--- src/rtl/core/fen_string_validator_top_macros.svh ---
// ----------------------------------------------------------------------------
// FEN string validator assertion macros
// Concurrent assertion wrappers; they expand to nothing in synthesis.
// ----------------------------------------------------------------------------
`ifndef FEN_STRING_VALIDATOR_TOP_MACROS_SVH
`define FEN_STRING_VALIDATOR_TOP_MACROS_SVH

`ifndef SYNTHESIS
// Same-cycle implication
`define FSV_ASSERT_NOW(lbl, clk, rst_n, ante, cons) \
    lbl: assert property (@(posedge clk) disable iff (!(rst_n)) (ante) |-> (cons)) \
        else $error("fsv assertion failed");
// Next-cycle implication
`define FSV_ASSERT_NEXT(lbl, clk, rst_n, ante, cons) \
    lbl: assert property (@(posedge clk) disable iff (!(rst_n)) (ante) |=> (cons)) \
        else $error("fsv assertion failed");
`else
`define FSV_ASSERT_NOW(lbl, clk, rst_n, ante, cons)
`define FSV_ASSERT_NEXT(lbl, clk, rst_n, ante, cons)
`endif

`endif

--- src/rtl/core/fsv_pkg.sv ---
// ----------------------------------------------------------------------------
// FEN string validator package
// Shared types, error codes, part indices and character constants.
// ----------------------------------------------------------------------------
package fsv_pkg;

    typedef logic [7:0] t_byte;

    // Verdict codes
    typedef enum logic [2:0] {
        ERR_NONE        = 3'd0,
        ERR_FIELD_COUNT = 3'd1,
        ERR_BOARD       = 3'd2,
        ERR_SIDE        = 3'd3,
        ERR_CASTLING    = 3'd4,
        ERR_EN_PASSANT  = 3'd5,
        ERR_HALFMOVE    = 3'd6,
        ERR_FULLMOVE    = 3'd7
    } t_err_code;

    // Part indices
    localparam logic [2:0] PART_BOARD    = 3'd0;
    localparam logic [2:0] PART_SIDE     = 3'd1;
    localparam logic [2:0] PART_CASTLING = 3'd2;
    localparam logic [2:0] PART_EP       = 3'd3;
    localparam logic [2:0] PART_HALFMOVE = 3'd4;
    localparam logic [2:0] PART_FULLMOVE = 3'd5;
    localparam logic [2:0] PART_MAX      = 3'd7;

    localparam logic [3:0] RANK_COUNT  = 4'd8;
    localparam logic [3:0] RANK_MAX    = 4'd15;
    localparam logic [4:0] SQ_PER_RANK = 5'd8;
    localparam logic [4:0] SQ_MAX      = 5'd31;
    localparam logic [1:0] LEN_MAX     = 2'd3;

    // Characters
    localparam t_byte CH_SPACE = 8'h20;
    localparam t_byte CH_SLASH = 8'h2F;
    localparam t_byte CH_DASH  = 8'h2D;
    localparam t_byte CH_ZERO  = 8'h30;
    localparam t_byte CH_NINE  = 8'h39;
    localparam t_byte CH_THREE = 8'h33;
    localparam t_byte CH_SIX   = 8'h36;
    localparam t_byte CH_FILE_A = 8'h61;
    localparam t_byte CH_FILE_H = 8'h68;
    localparam t_byte CH_WHITE = 8'h77;
    localparam t_byte CH_BLACK = 8'h62;

    function automatic logic is_digit(input t_byte c);
        return (c >= CH_ZERO) && (c <= CH_NINE);
    endfunction

    function automatic logic is_piece(input t_byte c);
        return (c == "K") || (c == "Q") || (c == "R") || (c == "B") || (c == "N") ||
               (c == "P") || (c == "k") || (c == "q") || (c == "r") || (c == "b") ||
               (c == "n") || (c == "p");
    endfunction

    // One-hot castling right for K, Q, k, q; zero for anything else
    function automatic logic [3:0] castle_bit(input t_byte c);
        logic [3:0] b;
        b = 4'b0000;
        if (c == "K") b = 4'b0001;
        if (c == "Q") b = 4'b0010;
        if (c == "k") b = 4'b0100;
        if (c == "q") b = 4'b1000;
        return b;
    endfunction

    // Keep the earliest error
    function automatic t_err_code flag_err(input t_err_code cur, input t_err_code code);
        return (cur == ERR_NONE) ? code : cur;
    endfunction

endpackage

--- src/rtl/core/fsv_in_if.sv ---
// ----------------------------------------------------------------------------
// FEN string validator input channel
// Valid/ready channel carrying one string byte and its last flag.
// ----------------------------------------------------------------------------
interface fsv_in_if import fsv_pkg::*; ();
    logic  valid;
    logic  ready;
    t_byte character;
    logic  last;

    modport source (output valid, output character, output last, input ready);
    modport sink   (input valid, input character, input last, output ready);
endinterface

--- src/rtl/core/fsv_out_if.sv ---
// ----------------------------------------------------------------------------
// FEN string validator result channel
// Valid/ready channel carrying one verdict per string.
// ----------------------------------------------------------------------------
interface fsv_out_if import fsv_pkg::*; ();
    logic      valid;
    logic      ready;
    logic      valid_res;
    t_err_code error_code;

    modport source (output valid, output valid_res, output error_code, input ready);
    modport sink   (input valid, input valid_res, input error_code, output ready);
endinterface

--- src/rtl/core/fen_string_validator_top.sv ---
// ----------------------------------------------------------------------------
// FEN string validator
// Streams a FEN string byte by byte and gives one verdict per string.
// ----------------------------------------------------------------------------
// One byte is taken every cycle while input ready is high. Each transaction
// updates a small set of counters and flags in a single register stage; the
// byte flagged last also loads the verdict register, so the verdict appears
// in the cycle after that byte is taken, and the next string may start in
// that same cycle. Input ready drops only while a verdict sits in the
// output register and the sink is not taking it. Code 1 (field count) wins
// over all others; otherwise the code names the earliest failing field.
`include "fen_string_validator_top_macros.svh"

module fen_string_validator_top import fsv_pkg::*; (
    input logic        i_clk,
    input logic        i_rst_n,
    fsv_in_if.sink     i_in,
    fsv_out_if.source  o_out
);

    // Parse state
    logic [2:0] r_part, n_part;
    logic [3:0] r_rank, n_rank;
    logic [4:0] r_sq,   n_sq;
    logic [1:0] r_len,  n_len;
    logic [3:0] r_cast, n_cast;
    t_byte      r_first, n_first;
    logic       r_nz,   n_nz;
    t_err_code  r_err,  n_err;
    logic       r_pend, n_pend;

    // Result register
    logic       r_out_valid;
    logic       r_valid_res, n_valid_res;
    t_err_code  r_err_out,   n_err_out;

    logic       in_acc;
    logic       last_acc;

    assign i_in.ready = !r_out_valid || o_out.ready;
    assign in_acc     = i_in.valid && i_in.ready;
    assign last_acc   = in_acc && i_in.last;

    assign o_out.valid      = r_out_valid;
    assign o_out.valid_res  = r_valid_res;
    assign o_out.error_code = r_err_out;

    // Per-byte update: take the byte, then close the part on a space or last
    always_comb begin
        t_byte      c;
        logic       is_sp;
        logic [3:0] t_rank;
        logic [4:0] t_sq;
        logic [1:0] t_len;
        logic [3:0] t_cast;
        t_byte      t_first;
        logic       t_nz;
        t_err_code  t_err;
        logic       t_pend;
        logic [3:0] bit4;
        logic [5:0] sum;
        logic [3:0] rank_eff;
        t_err_code  close_code;
        t_err_code  err_closed;
        t_err_code  code;

        c      = i_in.character;
        is_sp  = (c == CH_SPACE);

        t_rank  = r_rank;
        t_sq    = r_sq;
        t_len   = r_len;
        t_cast  = r_cast;
        t_first = r_first;
        t_nz    = r_nz;
        t_err   = r_err;
        t_pend  = r_pend;
        bit4    = castle_bit(c);
        sum     = 6'd0;

        // Byte checks for the current part
        unique case (r_part)
            PART_BOARD: begin
                if (c == CH_SLASH) begin
                    if (r_sq != SQ_PER_RANK) t_err = flag_err(t_err, ERR_BOARD);
                    if (r_rank != RANK_MAX) t_rank = r_rank + 4'd1;
                    t_sq   = 5'd0;
                    t_pend = 1'b1;
                end else begin
                    t_pend = 1'b0;
                    if (is_digit(c)) begin
                        sum = {1'b0, r_sq} + {2'b00, c[3:0]};
                    end else if (is_piece(c)) begin
                        sum = {1'b0, r_sq} + 6'd1;
                    end else begin
                        sum = {1'b0, r_sq};
                        t_err = flag_err(t_err, ERR_BOARD);
                    end
                    t_sq = sum[5] ? SQ_MAX : sum[4:0];
                end
            end
            PART_CASTLING: begin
                if (bit4 != 4'b0000) begin
                    if ((r_cast & bit4) != 4'b0000) t_err = flag_err(t_err, ERR_CASTLING);
                    else t_cast = r_cast | bit4;
                end else if (!(c == CH_DASH && r_len == 2'd0)) begin
                    t_err = flag_err(t_err, ERR_CASTLING);
                end
            end
            PART_EP: begin
                if (r_len == 2'd1 && (r_first < CH_FILE_A || r_first > CH_FILE_H ||
                                      (c != CH_THREE && c != CH_SIX)))
                    t_err = flag_err(t_err, ERR_EN_PASSANT);
            end
            PART_HALFMOVE: begin
                if (!is_digit(c)) t_err = flag_err(t_err, ERR_HALFMOVE);
            end
            PART_FULLMOVE: begin
                if (!is_digit(c)) t_err = flag_err(t_err, ERR_FULLMOVE);
                else if (c != CH_ZERO) t_nz = 1'b1;
            end
            default: begin
            end
        endcase
        if (r_len == 2'd0) t_first = c;
        if (r_len != LEN_MAX) t_len = r_len + 2'd1;

        // A space closes the part as it stands; any other byte is taken first
        if (is_sp) begin
            t_rank  = r_rank;
            t_sq    = r_sq;
            t_len   = r_len;
            t_cast  = r_cast;
            t_first = r_first;
            t_nz    = r_nz;
            t_err   = r_err;
            t_pend  = r_pend;
        end

        // Part close checks
        close_code = ERR_NONE;
        rank_eff   = t_rank;
        unique case (r_part)
            PART_BOARD: begin
                if (t_len != 2'd0 && !t_pend) begin
                    if (t_sq != SQ_PER_RANK) close_code = ERR_BOARD;
                    if (t_rank != RANK_MAX) rank_eff = t_rank + 4'd1;
                end
                if (rank_eff != RANK_COUNT) close_code = ERR_BOARD;
            end
            PART_SIDE: begin
                if (!(t_len == 2'd1 && (t_first == CH_WHITE || t_first == CH_BLACK)))
                    close_code = ERR_SIDE;
            end
            PART_CASTLING: begin
                if (t_len == 2'd0 || (t_first == CH_DASH && t_len > 2'd1))
                    close_code = ERR_CASTLING;
            end
            PART_EP: begin
                if ((t_len == 2'd1) ? (t_first != CH_DASH) : (t_len != 2'd2))
                    close_code = ERR_EN_PASSANT;
            end
            PART_HALFMOVE: begin
                if (t_len == 2'd0) close_code = ERR_HALFMOVE;
            end
            PART_FULLMOVE: begin
                if (t_len == 2'd0 || !t_nz) close_code = ERR_FULLMOVE;
            end
            default: begin
            end
        endcase
        err_closed = flag_err(t_err, close_code);
        code = (r_part != PART_FULLMOVE) ? ERR_FIELD_COUNT : err_closed;

        n_valid_res = (code == ERR_NONE);
        n_err_out   = code;

        // Next state
        n_part  = r_part;
        n_rank  = t_rank;
        n_sq    = t_sq;
        n_len   = t_len;
        n_cast  = t_cast;
        n_first = t_first;
        n_nz    = t_nz;
        n_err   = t_err;
        n_pend  = t_pend;
        if (i_in.last || is_sp) begin
            n_rank  = 4'd0;
            n_sq    = 5'd0;
            n_len   = 2'd0;
            n_cast  = 4'd0;
            n_first = '0;
            n_nz    = 1'b0;
            n_pend  = 1'b0;
            n_err   = err_closed;
            if (i_in.last) begin
                n_part = PART_BOARD;
                n_err  = ERR_NONE;
            end else if (r_part != PART_MAX) begin
                n_part = r_part + 3'd1;
            end
        end
    end

    // Parse state registers
    always_ff @(posedge i_clk) begin
        if (!i_rst_n) begin
            r_part  <= PART_BOARD;
            r_rank  <= 4'd0;
            r_sq    <= 5'd0;
            r_len   <= 2'd0;
            r_cast  <= 4'd0;
            r_first <= '0;
            r_nz    <= 1'b0;
            r_err   <= ERR_NONE;
            r_pend  <= 1'b0;
        end else if (in_acc) begin
            r_part  <= n_part;
            r_rank  <= n_rank;
            r_sq    <= n_sq;
            r_len   <= n_len;
            r_cast  <= n_cast;
            r_first <= n_first;
            r_nz    <= n_nz;
            r_err   <= n_err;
            r_pend  <= n_pend;
        end
    end

    // Result register
    always_ff @(posedge i_clk) begin
        if (!i_rst_n) begin
            r_out_valid <= 1'b0;
        end else if (last_acc) begin
            r_out_valid <= 1'b1;
        end else if (o_out.ready) begin
            r_out_valid <= 1'b0;
        end
    end

    always_ff @(posedge i_clk) begin
        if (last_acc) begin
            r_valid_res <= n_valid_res;
            r_err_out   <= n_err_out;
        end
    end

    // Checks
    `FSV_ASSERT_NEXT(a_last_gives_result, i_clk, i_rst_n, last_acc, r_out_valid)
    `FSV_ASSERT_NEXT(a_last_clears_state, i_clk, i_rst_n, last_acc,
        r_part == PART_BOARD && r_err == ERR_NONE && r_len == 2'd0)
    `FSV_ASSERT_NOW(a_verdict_matches_code, i_clk, i_rst_n, r_out_valid,
        r_valid_res == (r_err_out == ERR_NONE))
    `FSV_ASSERT_NEXT(a_part_holds_in_field, i_clk, i_rst_n,
        in_acc && !i_in.last && i_in.character != CH_SPACE, $stable(r_part))

endmodule
--- src/flat_wrapper.sv ---
// flat-port wrapper written by rule: the top's interface ports become plain ports
module fen_string_validator_top_flat import fsv_pkg::*;
  (i_clk, i_rst_n, i_in_valid, i_in_character, i_in_last, i_in_ready, o_out_valid, o_out_valid_res, o_out_error_code, o_out_ready);
  fsv_in_if i_in_i ();
  fsv_out_if o_out_i ();
  input logic i_clk;
  input logic i_rst_n;
  input wire logic [$bits(i_in_i.valid)-1:0] i_in_valid;
  input wire logic [$bits(i_in_i.character)-1:0] i_in_character;
  input wire logic [$bits(i_in_i.last)-1:0] i_in_last;
  output wire logic [$bits(i_in_i.ready)-1:0] i_in_ready;
  output wire logic [$bits(o_out_i.valid)-1:0] o_out_valid;
  output wire logic [$bits(o_out_i.valid_res)-1:0] o_out_valid_res;
  output wire logic [$bits(o_out_i.error_code)-1:0] o_out_error_code;
  input wire logic [$bits(o_out_i.ready)-1:0] o_out_ready;
  assign i_in_i.valid = i_in_valid;
  assign i_in_i.character = i_in_character;
  assign i_in_i.last = i_in_last;
  assign i_in_ready = i_in_i.ready;
  assign o_out_valid = o_out_i.valid;
  assign o_out_valid_res = o_out_i.valid_res;
  assign o_out_error_code = o_out_i.error_code;
  assign o_out_i.ready = o_out_ready;
  fen_string_validator_top u_core (.i_clk(i_clk), .i_rst_n(i_rst_n), .i_in(i_in_i), .o_out(o_out_i));
endmodule
--- config.mk ---
export PLATFORM = sky130hd
export DESIGN_NAME = fen_string_validator_top_flat
export DESIGN_NICKNAME = d
export VERILOG_FILES = /design/src/rtl/core/fsv_pkg.sv /design/src/rtl/core/fsv_in_if.sv /design/src/rtl/core/fsv_out_if.sv /design/src/rtl/core/fen_string_validator_top.sv /design/src/flat_wrapper.sv
export VERILOG_INCLUDE_DIRS = /design/src /design/src/rtl/core
export SDC_FILE = /design/constraint.sdc
export NUM_CORES = 1
export LEC_CHECK = 0
export BUFFER_PORTS_ARGS = -buffer_cell sky130_fd_sc_hd__clkbuf_2
export CAP_MARGIN = 20
export CORE_MARGIN = 5
export CORE_UTILIZATION = 23
export DETAILED_ROUTE_END_ITERATION = 10
export PLACE_DENSITY = 0.47
export SLEW_MARGIN = 40
export SYNTH_ARGS = -nofsm -noshare
export SYNTH_HDL_FRONTEND = slang
export SYNTH_SLANG_ARGS = --single-unit
--- constraint.sdc ---
create_clock -name i_clk -period 4.5 [get_ports i_clk]
set_input_delay 0.225 -clock i_clk [delete_from_list [all_inputs] [get_ports i_clk]]
set_output_delay 0.225 -clock i_clk [all_outputs]
set_load 0.02 [all_outputs]
==> run metrics, run 1 <==
Syn Area/Cell=7.888 sq um; Worst Path Required=4.64 ns; Tot GR Track Use=11.22%; GP Congestion=0.8361; critical path cell sequence=inv_1, ha_1, nand2b_1, nor4_2, mux2_2, ha_1, a211o_1, nand3_1, nand3_1, a21oi_1, nand2_2, nor3b_2; DRT Pass-1 Iters=5; IO Pins=19; depth of the worst register-to-register path=12; starting density of the core=23.15%; worst path bufs/invs=1; Routed Antenna Nets=0; first-pass GRT wire length=14460 um; Mapped Cells=384; reg2reg setup slack=1.33 ns; DRC=0; Post-synth EDFFs=4; hold buffer count at cts=0; post-synth top area share=21.15%; dpl cells=560; Critical Path Start=u_core.r_part[0]$_SDFFE_PN0P_; number of synthesized register bits=36; Site Rows=42; Crit Path Class=reg2reg; top post-synthesis cells by area=dfxtp_1 21%, ha_1 5.8%, nand2_1 4.3%; max-cap viol count=0; Distinct cells, synth=78; leading area contributor after synthesis=dfxtp_1; final setup violation count=0; RR Startpoint=u_core.r_part[0]$_SDFFE_PN0P_; vias in the first global route=2854; Post-Route WL=8905 um; period utilization=70.37%; GR Overflow Total=0; Fin. Hold Viols=0; detailed-route via count=2919; Layout area overhead=12.02%; Resized cells post-CTS=0; crit path DAT=3.30 ns; share of cells above drive strength 1=11.99%; worst setup path end=u_core.o_out.valid_res$_DFFE_PP_; n_diodes=0; Final Max Slew Viols=0; setup ws final=1.334 ns; Clock Skews=0.004136 ns; IO Port Bufs=18; post-DP HPWL=6660 um; RSZ-0062 raised after global routing=no; Fmax=315.8 MHz; clk root buf=clkbuf_16; Starting DRT DRC Count=173; Pwr Density=234.2 mW/mm^2; nets@finish=419; Pleak=1.215 nW; Reg clk slew, reported paths=0.06 ns; Setup Slack @ Placement=1.367 ns; Worst R2R End=u_core.o_out.valid_res$_DFFE_PP_; CP top delay family=simple AND/OR/NAND/NOR gates; worst rel slew slack=46.76%; Longest Clk Path Bufs=2; critical path depth=12; outcome=completed; Worst Path Max Fanout=6; # Post-CTS Setup Buffers=0; Die Y=124.8 um; critical path capture point type=flop; ys flop type=dfxtp_1; multi-input logic area=0.002113 sq mm; CTS Buf Count=5; Least-Margin Pin Slew=0.7925 ns; crit-path max cell delay=0.55 ns; initial antenna violation count=0; Worst setup SP type=flop; Setup TNS Final=0 ns; WL per Instance=15.68 um; Die ar.=0.01557 sq mm; worst vdd ir=121.8 uV; Post-synth ARST share=0%; Mapped Area=0.003029 sq mm; largest net degree at the start of global routing=30; core area=0.01309 sq mm; sequential-to-total area share from yosys stat=25.11%; worst skew pair latency=0.28 ns; Fillers=1402; Hold Path Class=in2reg; Synth Warn #=0; H-tree lvl count=2; critical path's slowest cell=nor4_2; Die X=124.8 um; sequential cell area=760.7 sq um; post-DR vias/cell=5.139; CTS tree=yes; fin cells=568; post-synthesis net count=412; final core occ=25.93%; clock sinks=36; Final Critical Period=3.166 ns
[stage by stage]
step	hold WS [ns]	total power [mW]	cell area (sq um)
detailed placement	0.4560	0.4459	3244
floorplan	0.4090	0.4168	3029
CTS	0.2898	0.8084	3393
global placement	0.4482	0.4444	3239
global route	0.3488	0.8323	3393
finish	0.2911	0.7946	3393
[placed cells by master (no fill, tap or decap), drive strengths merged, types with 5 or more instances in the layout]
| cell | Yosys | final |
|---|---|---|
| a21oi | 26 | 26 |
| nor3 | 14 | 14 |
| inv | 12 | 12 |
| a31oi | 6 | 6 |
| a21boi | 7 | 7 |
| clkbuf | 9 | 24 |
| ha | 14 | 14 |
| nand2 | 36 | 36 |
| dfxtp | 32 | 32 |
| nor4 | 5 | 5 |
| a22oi | 13 | 13 |
| nor2 | 33 | 33 |
| nand4 | 5 | 5 |
| nand3 | 14 | 14 |
| and3 | 5 | 5 |
| nor2b | 21 | 21 |
| and2 | 7 | 7 |
| o21ai | 25 | 25 |
| nand2b | 6 | 6 |
[logic make-up (layout without fill, tap and decap cells)]
family	after synthesis	count (layout)	share of synthesized area, %
simple gates	175	175	33.66
compound gates	113	113	25.28
flops	36	36	25.11
buf+inv	32	40	5.287
fa+ha+maj	16	16	6.774
mux	7	7	2.437
xor+xnor	5	5	1.446
[worst min path at each step]
| stage | startpoint | end | cells past startpoint |
|---|---|---|---|
| after floorplan | i_in_character[7] | u_core.r_first[7]$_SDFFE_PN0P_ | 2 |
| after global placement | u_core.r_cast[1]$_SDFFE_PN0P_ | u_core.r_cast[1]$_SDFFE_PN0P_ | 2 |
| after detailed placement | u_core.r_cast[0]$_SDFFE_PN0P_ | u_core.r_cast[0]$_SDFFE_PN0P_ | 2 |
| after CTS | o_out_ready | u_core.o_out.valid$_SDFFE_PN0P_ | 3 |
| after global routing | o_out_ready | u_core.o_out.valid$_SDFFE_PN0P_ | 3 |
| final | o_out_ready | u_core.o_out.valid$_SDFFE_PN0P_ | 3 |
[power breakdown]
| part | total [mW] | switching, mW | internal (mW) |
|---|---|---|---|
| Combinational | 0.101 | 0.0648 | 0.0365 |
| Sequential | 0.338 | 0.00713 | 0.330 |
| Clock | 0.356 | 0.137 | 0.218 |
| Total | 0.795 | 0.209 | 0.585 |
[cell type report]
class / count / area share, %
multi-input combinational: 316 / 62.28
clock buffer: 6 / 4.093
sequential: 36 / 22.42
inverter: 12 / 1.327
tap: 176 / 6.490
timing repair buffer: 20 / 3.097
clock inverter: 2 / 0.2950
[registers in the layout, indices dropped and copies added, names as in the netlist]
name	cells
u_core.r_first	8
u_core.r_sq	5
u_core.r_cast	4
u_core.r_rank	4
u_core.o_out.error_code	3
u_core.r_err	3
u_core.r_part	3
u_core.r_len	2
u_core.o_out.valid	1
u_core.o_out.valid_res	1
u_core.r_nz	1
u_core.r_pend	1
[layer usage]
layer	vias to the layer above	routed length (um)	global-route usage, %
met4	0	248	4.642
met3	21	267	2.015
met1	1405	3931	13.45
li1	1427	-	-
met2	66	4457	19.66
met5	-	0	0
[tightest hold or removal path: stages]
cell and delay (ns):
clkbuf_2 0.07, nand2b_1 0.14, a21boi_0 0.09
[cells in the mapped netlist, drive strengths merged, types with 4 or more instances]
cell and instances:
o21a 4, a22oi 13, a21oi 26, nor2b 21, nor3b 4, nand3b 4, and2 7, ha 14
inv 12, o211ai 4, nand3 14, dfxtp 32, a21boi 7, nand4 5, edfxtp 4, nand2 36
nand2b 6, buf 11, and3 5, mux2i 4, nor3 14, a31oi 6, o21ai 25, xnor2 4
o31ai 4, clkbuf 9, nor4 5, nor2 33
(Power assumes the default switching activity.)
==> run 2, diff against run 1 <==
--- a/config.mk
+++ b/config.mk
@@ -11,7 +11,7 @@
 export CORE_MARGIN = 5
 export CORE_UTILIZATION = 23
 export DETAILED_ROUTE_END_ITERATION = 10
-export PLACE_DENSITY = 0.47
+export PLACE_DENSITY = 0.49
 export SLEW_MARGIN = 40
 export SYNTH_ARGS = -nofsm -noshare
 export SYNTH_HDL_FRONTEND = slang
==> constraint.sdc (replaced) <==
create_clock -name i_clk -period 2.6 [get_ports i_clk]
set_input_delay 0.13 -clock i_clk [delete_from_list [all_inputs] [get_ports i_clk]]
set_output_delay 0.13 -clock i_clk [all_outputs]
set_load 0.02 [all_outputs]
==> run metrics, run 2 (synthesized netlist as in run 1, its figures left out) <==
Hold Path Stages=3 (unchanged); post-DR vias/cell=4.927 (-4.1%); detailed-route via count=3262 (+12%); worst hold endpoint=u_core.r_first[7]$_SDFFE_PN0P_; Pleak=1.686 nW (+39%); commonest non-fill, non-tap cell in the layout=buf_4; Post-Route WL=9804 um (+10%); clk root buf=clkbuf_16; nets@finish=513 (+22%); Fmax=368.6 MHz (+17%); critical hold path startpoint=i_in_character[7]; first-pass GRT wire length=16000 um (+11%); DRT Pass-1 Iters=4 (-1); worst skew pair latency=0.29 ns (about the same); Clock Skews=0.006486 ns (+0.002350 ns); Pwr Density=339.9 mW/mm^2 (+45%); GR Overflow Total=0 (unchanged); depth of the worst register-to-register path=12 (unchanged); crit path DAT=2.85 ns (-0.45 ns); Reg clk slew, reported paths=0.06 ns (about the same); Worst Path Required=2.73 ns (-1.91 ns); Worst Path Max Fanout=2 (-4); GP Congestion=0.8372 (+0.13%); H-tree lvl count=2 (unchanged); Worst setup SP type=flop; n_diodes=0 (unchanged); Tot GR Track Use=12.44% (+1.2 points); final setup violation count=4 (+4); Setup TNS Final=-0.2317 ns (-0.2317 ns); CTS Buf Count=5 (unchanged); RR Startpoint=u_core.r_sq[0]$_SDFFE_PN0P_; largest registers=u_core.r_first: 8 flops, u_core.r_sq: 5 flops; post-DP HPWL=7790 um (+17%); outcome=finished with violations; Final Critical Period=2.713 ns (-0.4534 ns); worst rel slew slack=52.34% (+5.6 points); failing checks=setup timing; Crit Path Class=reg2reg; vias in the first global route=3271 (+15%); Die ar.=0.01557 sq mm (unchanged); Die Y=124.8 um (unchanged); max reg flops=8 (unchanged); max-cap viol count=0 (unchanged); period utilization=104.3% (+34 points); initial antenna violation count=0 (unchanged); Layout area overhead=39.28%; most flop-heavy register=u_core.r_first; clock sinks=36 (unchanged); Hold Path Class=in2reg; Site Rows=42 (unchanged); largest net degree at the start of global routing=30 (unchanged); Starting DRT DRC Count=197 (+14%); Routed Antenna Nets=0 (unchanged); IO Port Bufs=18 (unchanged); share of cells above drive strength 1=33.54% (+22 points); worst vdd ir=209.8 uV (+72%); Die X=124.8 um (unchanged); most frequent cells in the layout=96 x buf_4, 35 x nand2_1, 33 x nor2_1; Final Max Slew Viols=0 (unchanged); IO Pins=19 (unchanged); hold buffer count at cts=0 (unchanged); final hold slack=0.1596 ns (-0.1315 ns); multi-input logic area=0.002231 sq mm (+5.6%); RSZ-0062 raised after global routing=yes; starting density of the core=23.15% (unchanged); reg2reg setup slack=-0.11 ns (-1.45 ns); Fillers=1378 (-1.7%); Longest Clk Path Bufs=2 (unchanged); critical path capture point type=flop; sequential cell area=765.7 sq um (+0.66%); CTS tree=yes; core area=0.01309 sq mm (unchanged); Fin. Hold Viols=0 (unchanged); Least-Margin Pin Slew=0.7088 ns (-0.08364 ns); setup ws final=-0.1130 ns (-1.447 ns); WL per Instance=14.81 um (-5.5%); Worst R2R End=u_core.o_out.valid_res$_DFFE_PP_; DRC=0 (unchanged)
==> run 2: layout make-up <==
type,count,area share (%)
timing repair buffer,114,19.22
tap,176,5.219
multi-input combinational,316,52.88
sequential,36,18.15
clock buffer,8,3.470
inverter,12,1.068
==> run 2: what timing repair did <==
action,in CTS,in global routing
hold endpoints to repair,0,0
pin swaps,2,6
setup endpoints to repair,6,7
setup buffers,3,0
resized for setup,5,20
==> run 2: critical path, stage by stage, from the launching register on <==
cell      delay, ns
dfxtp_2        0.35
ha_4           0.13
inv_2          0.04
fa_2           0.34
nor2b_1        0.13
o21a_1         0.12
o211ai_1       0.08
o31a_1         0.16
or3b_4         0.41
a211o_1        0.29
o31ai_4        0.25
nand2_2        0.08
nor3b_2        0.18
==> run 2: report_power, final <==
| group | switching [mW] | internal (mW) |
|---|---|---|
| clock network | 0.235 | 0.382 |
| logic | 0.130 | 0.106 |
| registers | 0.00911 | 0.572 |
| total | 0.374 | 1.06 |
==> run 2: per-stage QoR <==
step	std cells	utilization (%)	worst slack, ns	cell area (sq um)	power, mW
floorplan	384	-	0.007802	3069	0.7232
global placement	651	30.28	-0.1647	3963	0.8218
detailed placement	651	30.28	-0.1781	3963	0.8236
CTS	662	31.69	-0.1094	4146	1.440
global route	662	32.24	-0.3071	4219	1.497
finish	662	32.24	-0.1130	4219	1.434
==> run 2: how the worst max path moves through the flow <==
stage	start	endpoint	slack [ns]
2_1_floorplan	u_core.r_part[0]$_SDFFE_PN0P_	u_core.o_out.valid_res$_DFFE_PP_	0.008
3_3_place_gp	i_in_character[0]	u_core.o_out.valid_res$_DFFE_PP_	-0.16
3_5_place_dp	i_in_character[0]	u_core.o_out.valid_res$_DFFE_PP_	-0.18
4_1_cts	u_core.r_sq[0]$_SDFFE_PN0P_	u_core.o_out.valid_res$_DFFE_PP_	-0.11
5_1_grt	u_core.r_sq[0]$_SDFFE_PN0P_	u_core.o_out.valid_res$_DFFE_PP_	-0.31
6_report	u_core.r_sq[0]$_SDFFE_PN0P_	u_core.o_out.valid_res$_DFFE_PP_	-0.11
==> run 2: routing by layer <==
| metal | vias to the layer above | wire (um) | global-route usage, % |
|---|---|---|---|
| li1 | 1624 | - | - |
| met1 | 1552 | 4271 | 14.94 |
| met2 | 74 | 4901 | 22.17 |
| met3 | 12 | 454 | 2.787 |
| met4 | 0 | 177 | 3.482 |
| met5 | - | 0 | 0 |
==> run 3, diff against run 2 <==
--- a/config.mk
+++ b/config.mk
@@ -6,12 +6,15 @@
 export SDC_FILE = /design/constraint.sdc
 export NUM_CORES = 1
 export LEC_CHECK = 0
+export ABC_AREA = 1
 export BUFFER_PORTS_ARGS = -buffer_cell sky130_fd_sc_hd__clkbuf_2
 export CAP_MARGIN = 20
+export CELL_PAD_IN_SITES_DETAIL_PLACEMENT = 2
+export CELL_PAD_IN_SITES_GLOBAL_PLACEMENT = 2
 export CORE_MARGIN = 5
 export CORE_UTILIZATION = 23
 export DETAILED_ROUTE_END_ITERATION = 10
-export PLACE_DENSITY = 0.49
+export PLACE_DENSITY = 0.71
 export SLEW_MARGIN = 40
 export SYNTH_ARGS = -nofsm -noshare
 export SYNTH_HDL_FRONTEND = slang
==> run metrics, run 3 <==
outcome=completed; setup ws final=0.1134 ns (+0.2264 ns); Int Pwr=1.156 mW (+9.0%); critical path cell sequence=ha_1, ha_2, nor2_2, nand2_1, nor2_2, inv_2, nand2_1, inv_2, a31oi_4, nand3_2, nor2_4, inv_2, nor2_2, nand2_2, nand2_2, nor3_2; busiest grt layer=met2; worst path bufs/invs=3 (+2); most flop-heavy register=u_core.r_first; nets@finish=570 (+11%); worst rel slew slack=63.05% (+11 points); met2 usage=26.75% (+4.6 points); core area=0.01319 sq mm (+0.80%); vias in the first global route=3774 (+15%); first-pass GRT wire length=19360 um (+21%); Die Y=125.8 um (+0.87%); Critical Path Start=u_core.r_part[0]$_SDFFE_PN0P_; top post-synthesis cells by area=dfxtp_1 21%, nand2_1 16%, inv_1 7.1%; starting density of the core=23.40% (+0.25 points); post-DP HPWL=9271 um (+19%); Seq pwr share=34.1% (-6.4 points); clock share of power=37.8% (-5.2 points); Setup Slack @ Placement=-0.1722 ns (+0.005968 ns); Worst Path Required=2.65 ns (-0.08 ns); GP Congestion=0.8188 (-2.2%); period utilization=95.64% (-8.7 points); crit-path max cell delay=0.34 ns (-0.07 ns); CP top delay family=simple AND/OR/NAND/NOR gates; Die X=125.8 um (+0.87%); initial antenna violation count=0 (unchanged); met1 usage=18.82% (+3.9 points); Fin. Hold Viols=0 (unchanged); IO Port Bufs=18 (unchanged); CTS tree=yes; final hold slack=0.08948 ns (-0.07010 ns); count leader, synth=nand2_1; combinational share of power=28.2% (+12 points); Final Critical Period=2.487 ns (-0.2264 ns); share of cells above drive strength 1=30.76% (-2.8 points); critical path capture point type=flop; Layout area overhead=30.64%; Mapped Cells=486 (+27%); hold buffer count at cts=0 (unchanged); largest registers=u_core.r_first: 8 flops, u_core.r_sq: 5 flops; Worst Path Max Fanout=4 (+2); max reg flops=8 (unchanged); Die ar.=0.01584 sq mm (+1.7%); Post-synth EDFFs=4 (unchanged); Longest Clk Path Bufs=2 (unchanged); Pwr Density=431.3 mW/mm^2 (+27%); Least-Margin Pin Slew=0.5521 ns (-0.1567 ns); RSZ-0062 raised after global routing=yes; RR Startpoint=u_core.r_part[0]$_SDFFE_PN0P_; post-synthesis net count=514 (+25%); max-cap viol count=0 (unchanged); commonest non-fill, non-tap cell in the layout=nand2_1; Hold Path Class=in2reg; Post-synth top cells=129 x nand2_1, 58 x inv_1, 40 x nor2_1; post-DR vias/cell=4.733 (-3.9%); Fillers=1584 (+15%); Site Rows=42 (unchanged); n_diodes=0 (unchanged); Reg clk slew, reported paths=0.06 ns (about the same); crit path DAT=2.53 ns (-0.32 ns); critical path's slowest cell=dfxtp_2; leading area contributor after synthesis=dfxtp_1; Starting DRT DRC Count=116 (-41%); Psw=0.5833 mW (+56%); Tot GR Track Use=14.85% (+2.4 points); Post-synth ARST share=0% (unchanged); post-synth top area share=20.75% (-0.39 points); detailed-route via count=3403 (+4.3%); Design Power=1.739 mW (+21%); H-tree lvl count=2 (unchanged); clock sinks=36 (unchanged); most frequent cells in the layout=120 x nand2_1, 51 x inv_1, 38 x buf_4; Mapped Area=0.003087 sq mm (+1.9%); Pleak=1.755 nW (+4.1%); Distinct cells, synth=43 (-45%); Switching Share=33.53% (+7.5 points); number of synthesized register bits=36 (unchanged); worst vdd ir=297.7 uV (+42%); GR Util met3=2.286% (-0.50 points); Crit Path Class=reg2reg; final setup violation count=0 (-4); ys flop type=dfxtp_1; IO Pins=19 (unchanged); WL per Instance=16.63 um (+12%); Clock Skews=0.007126 ns (+0.0006395 ns); Worst setup SP type=flop; clk root buf=clkbuf_16; Synth Warn #=0 (unchanged); largest net degree at the start of global routing=29 (-3.3%); sequential-to-total area share from yosys stat=24.65% (-0.47 points); Post-Route WL=11960 um (+22%); DRC=0 (unchanged); Syn Area/Cell=6.351 sq um (-19%); Routed Antenna Nets=0 (unchanged); Final Max Slew Viols=0 (unchanged); worst skew pair latency=0.29 ns (about the same); GR Overflow Total=0 (unchanged); Fmax=402.1 MHz (+9.1%); DRT Pass-1 Iters=4 (unchanged); critical hold path startpoint=i_rst_n; CTS Buf Count=5 (unchanged)
run 3: changes by cell type in the layout (fill, tap and decap cells not counted), sizes merged, moves of 20 or more:
cell   delta
nor2b    -21
buf      -56
inv      +58
nand3    +22
nand2   +109
nor2     +20
run 3: path summary, 6_finish.rpt:
check	end	slack (ns)	depth (start not counted)
setup / recovery	u_core.o_out.valid_res$_DFFE_PP_	0.11	16
hold / removal	u_core.o_out.valid$_SDFFE_PN0P_	0.09	3
setup reg to reg	u_core.o_out.valid_res$_DFFE_PP_	0.11	16
hold reg to reg	u_core.r_cast[3]$_SDFFE_PN0P_	0.46	2
run 3: metrics by stage:
| step | cells | area (sq um) | util [%] | TNS [ns] |
|---|---|---|---|---|
| 2_1_floorplan | 486 | 3087 | - | 0 |
| 3_3_place_gp | 701 | 3588 | 27.21 | 0 |
| 3_5_place_dp | 701 | 3588 | 27.21 | -0.2920 |
| 4_1_cts | 710 | 3800 | 28.81 | 0 |
| 5_1_grt | 719 | 4033 | 30.57 | -0.09342 |
| 6_report | 719 | 4033 | 30.57 | 0 |
run 3: area by class of cell:
class	count	area, sq um	area share, %
clock buffer	8	156.4	3.878
inverter	71	276.5	6.857
multi-input combinational	370	2207	54.73
sequential	36	774.5	19.21
tap	176	220.2	5.461
timing repair buffer	58	397.9	9.867
run 3: metal layers:
layer | up-vias | wire length [um]
li1 | 1688 | -
met1 | 1682 | 5570
met2 | 25 | 6045
met3 | 8 | 244
met4 | 0 | 95
met5 | - | 0
run 3: worst min-delay path, cell delays in order:
cell,delay [ns]
clkbuf_2,0.10
o21ai_0,0.07
inv_1,0.04
run 3: kinds of logic after synthesis:
family | share of synthesized area (%)
flip-flops | 24.65
buffers and inverters | 9.809
adder cells (fa/ha/maj) | 6.324
AO/OA/AOI/OAI | 17.15
XOR/XNOR | 1.702
AND/OR/NAND/NOR | 40.37
run 3: power groups by stage:
stage               Clock, mW  Sequential, mW  Combinational, mW
floorplan                   0           0.606              0.275
global placement            0           0.602              0.412
detailed placement          0           0.602              0.432
CTS                     0.681           0.591              0.442
global route            0.703           0.594              0.542
finish                  0.657           0.592              0.490
run 3: what timing repair did:
item,CTS,global route
pin swaps,2,21
setup buffers,1,9
gates resized for setup,10,54
endpoints found under the setup margin,3,5
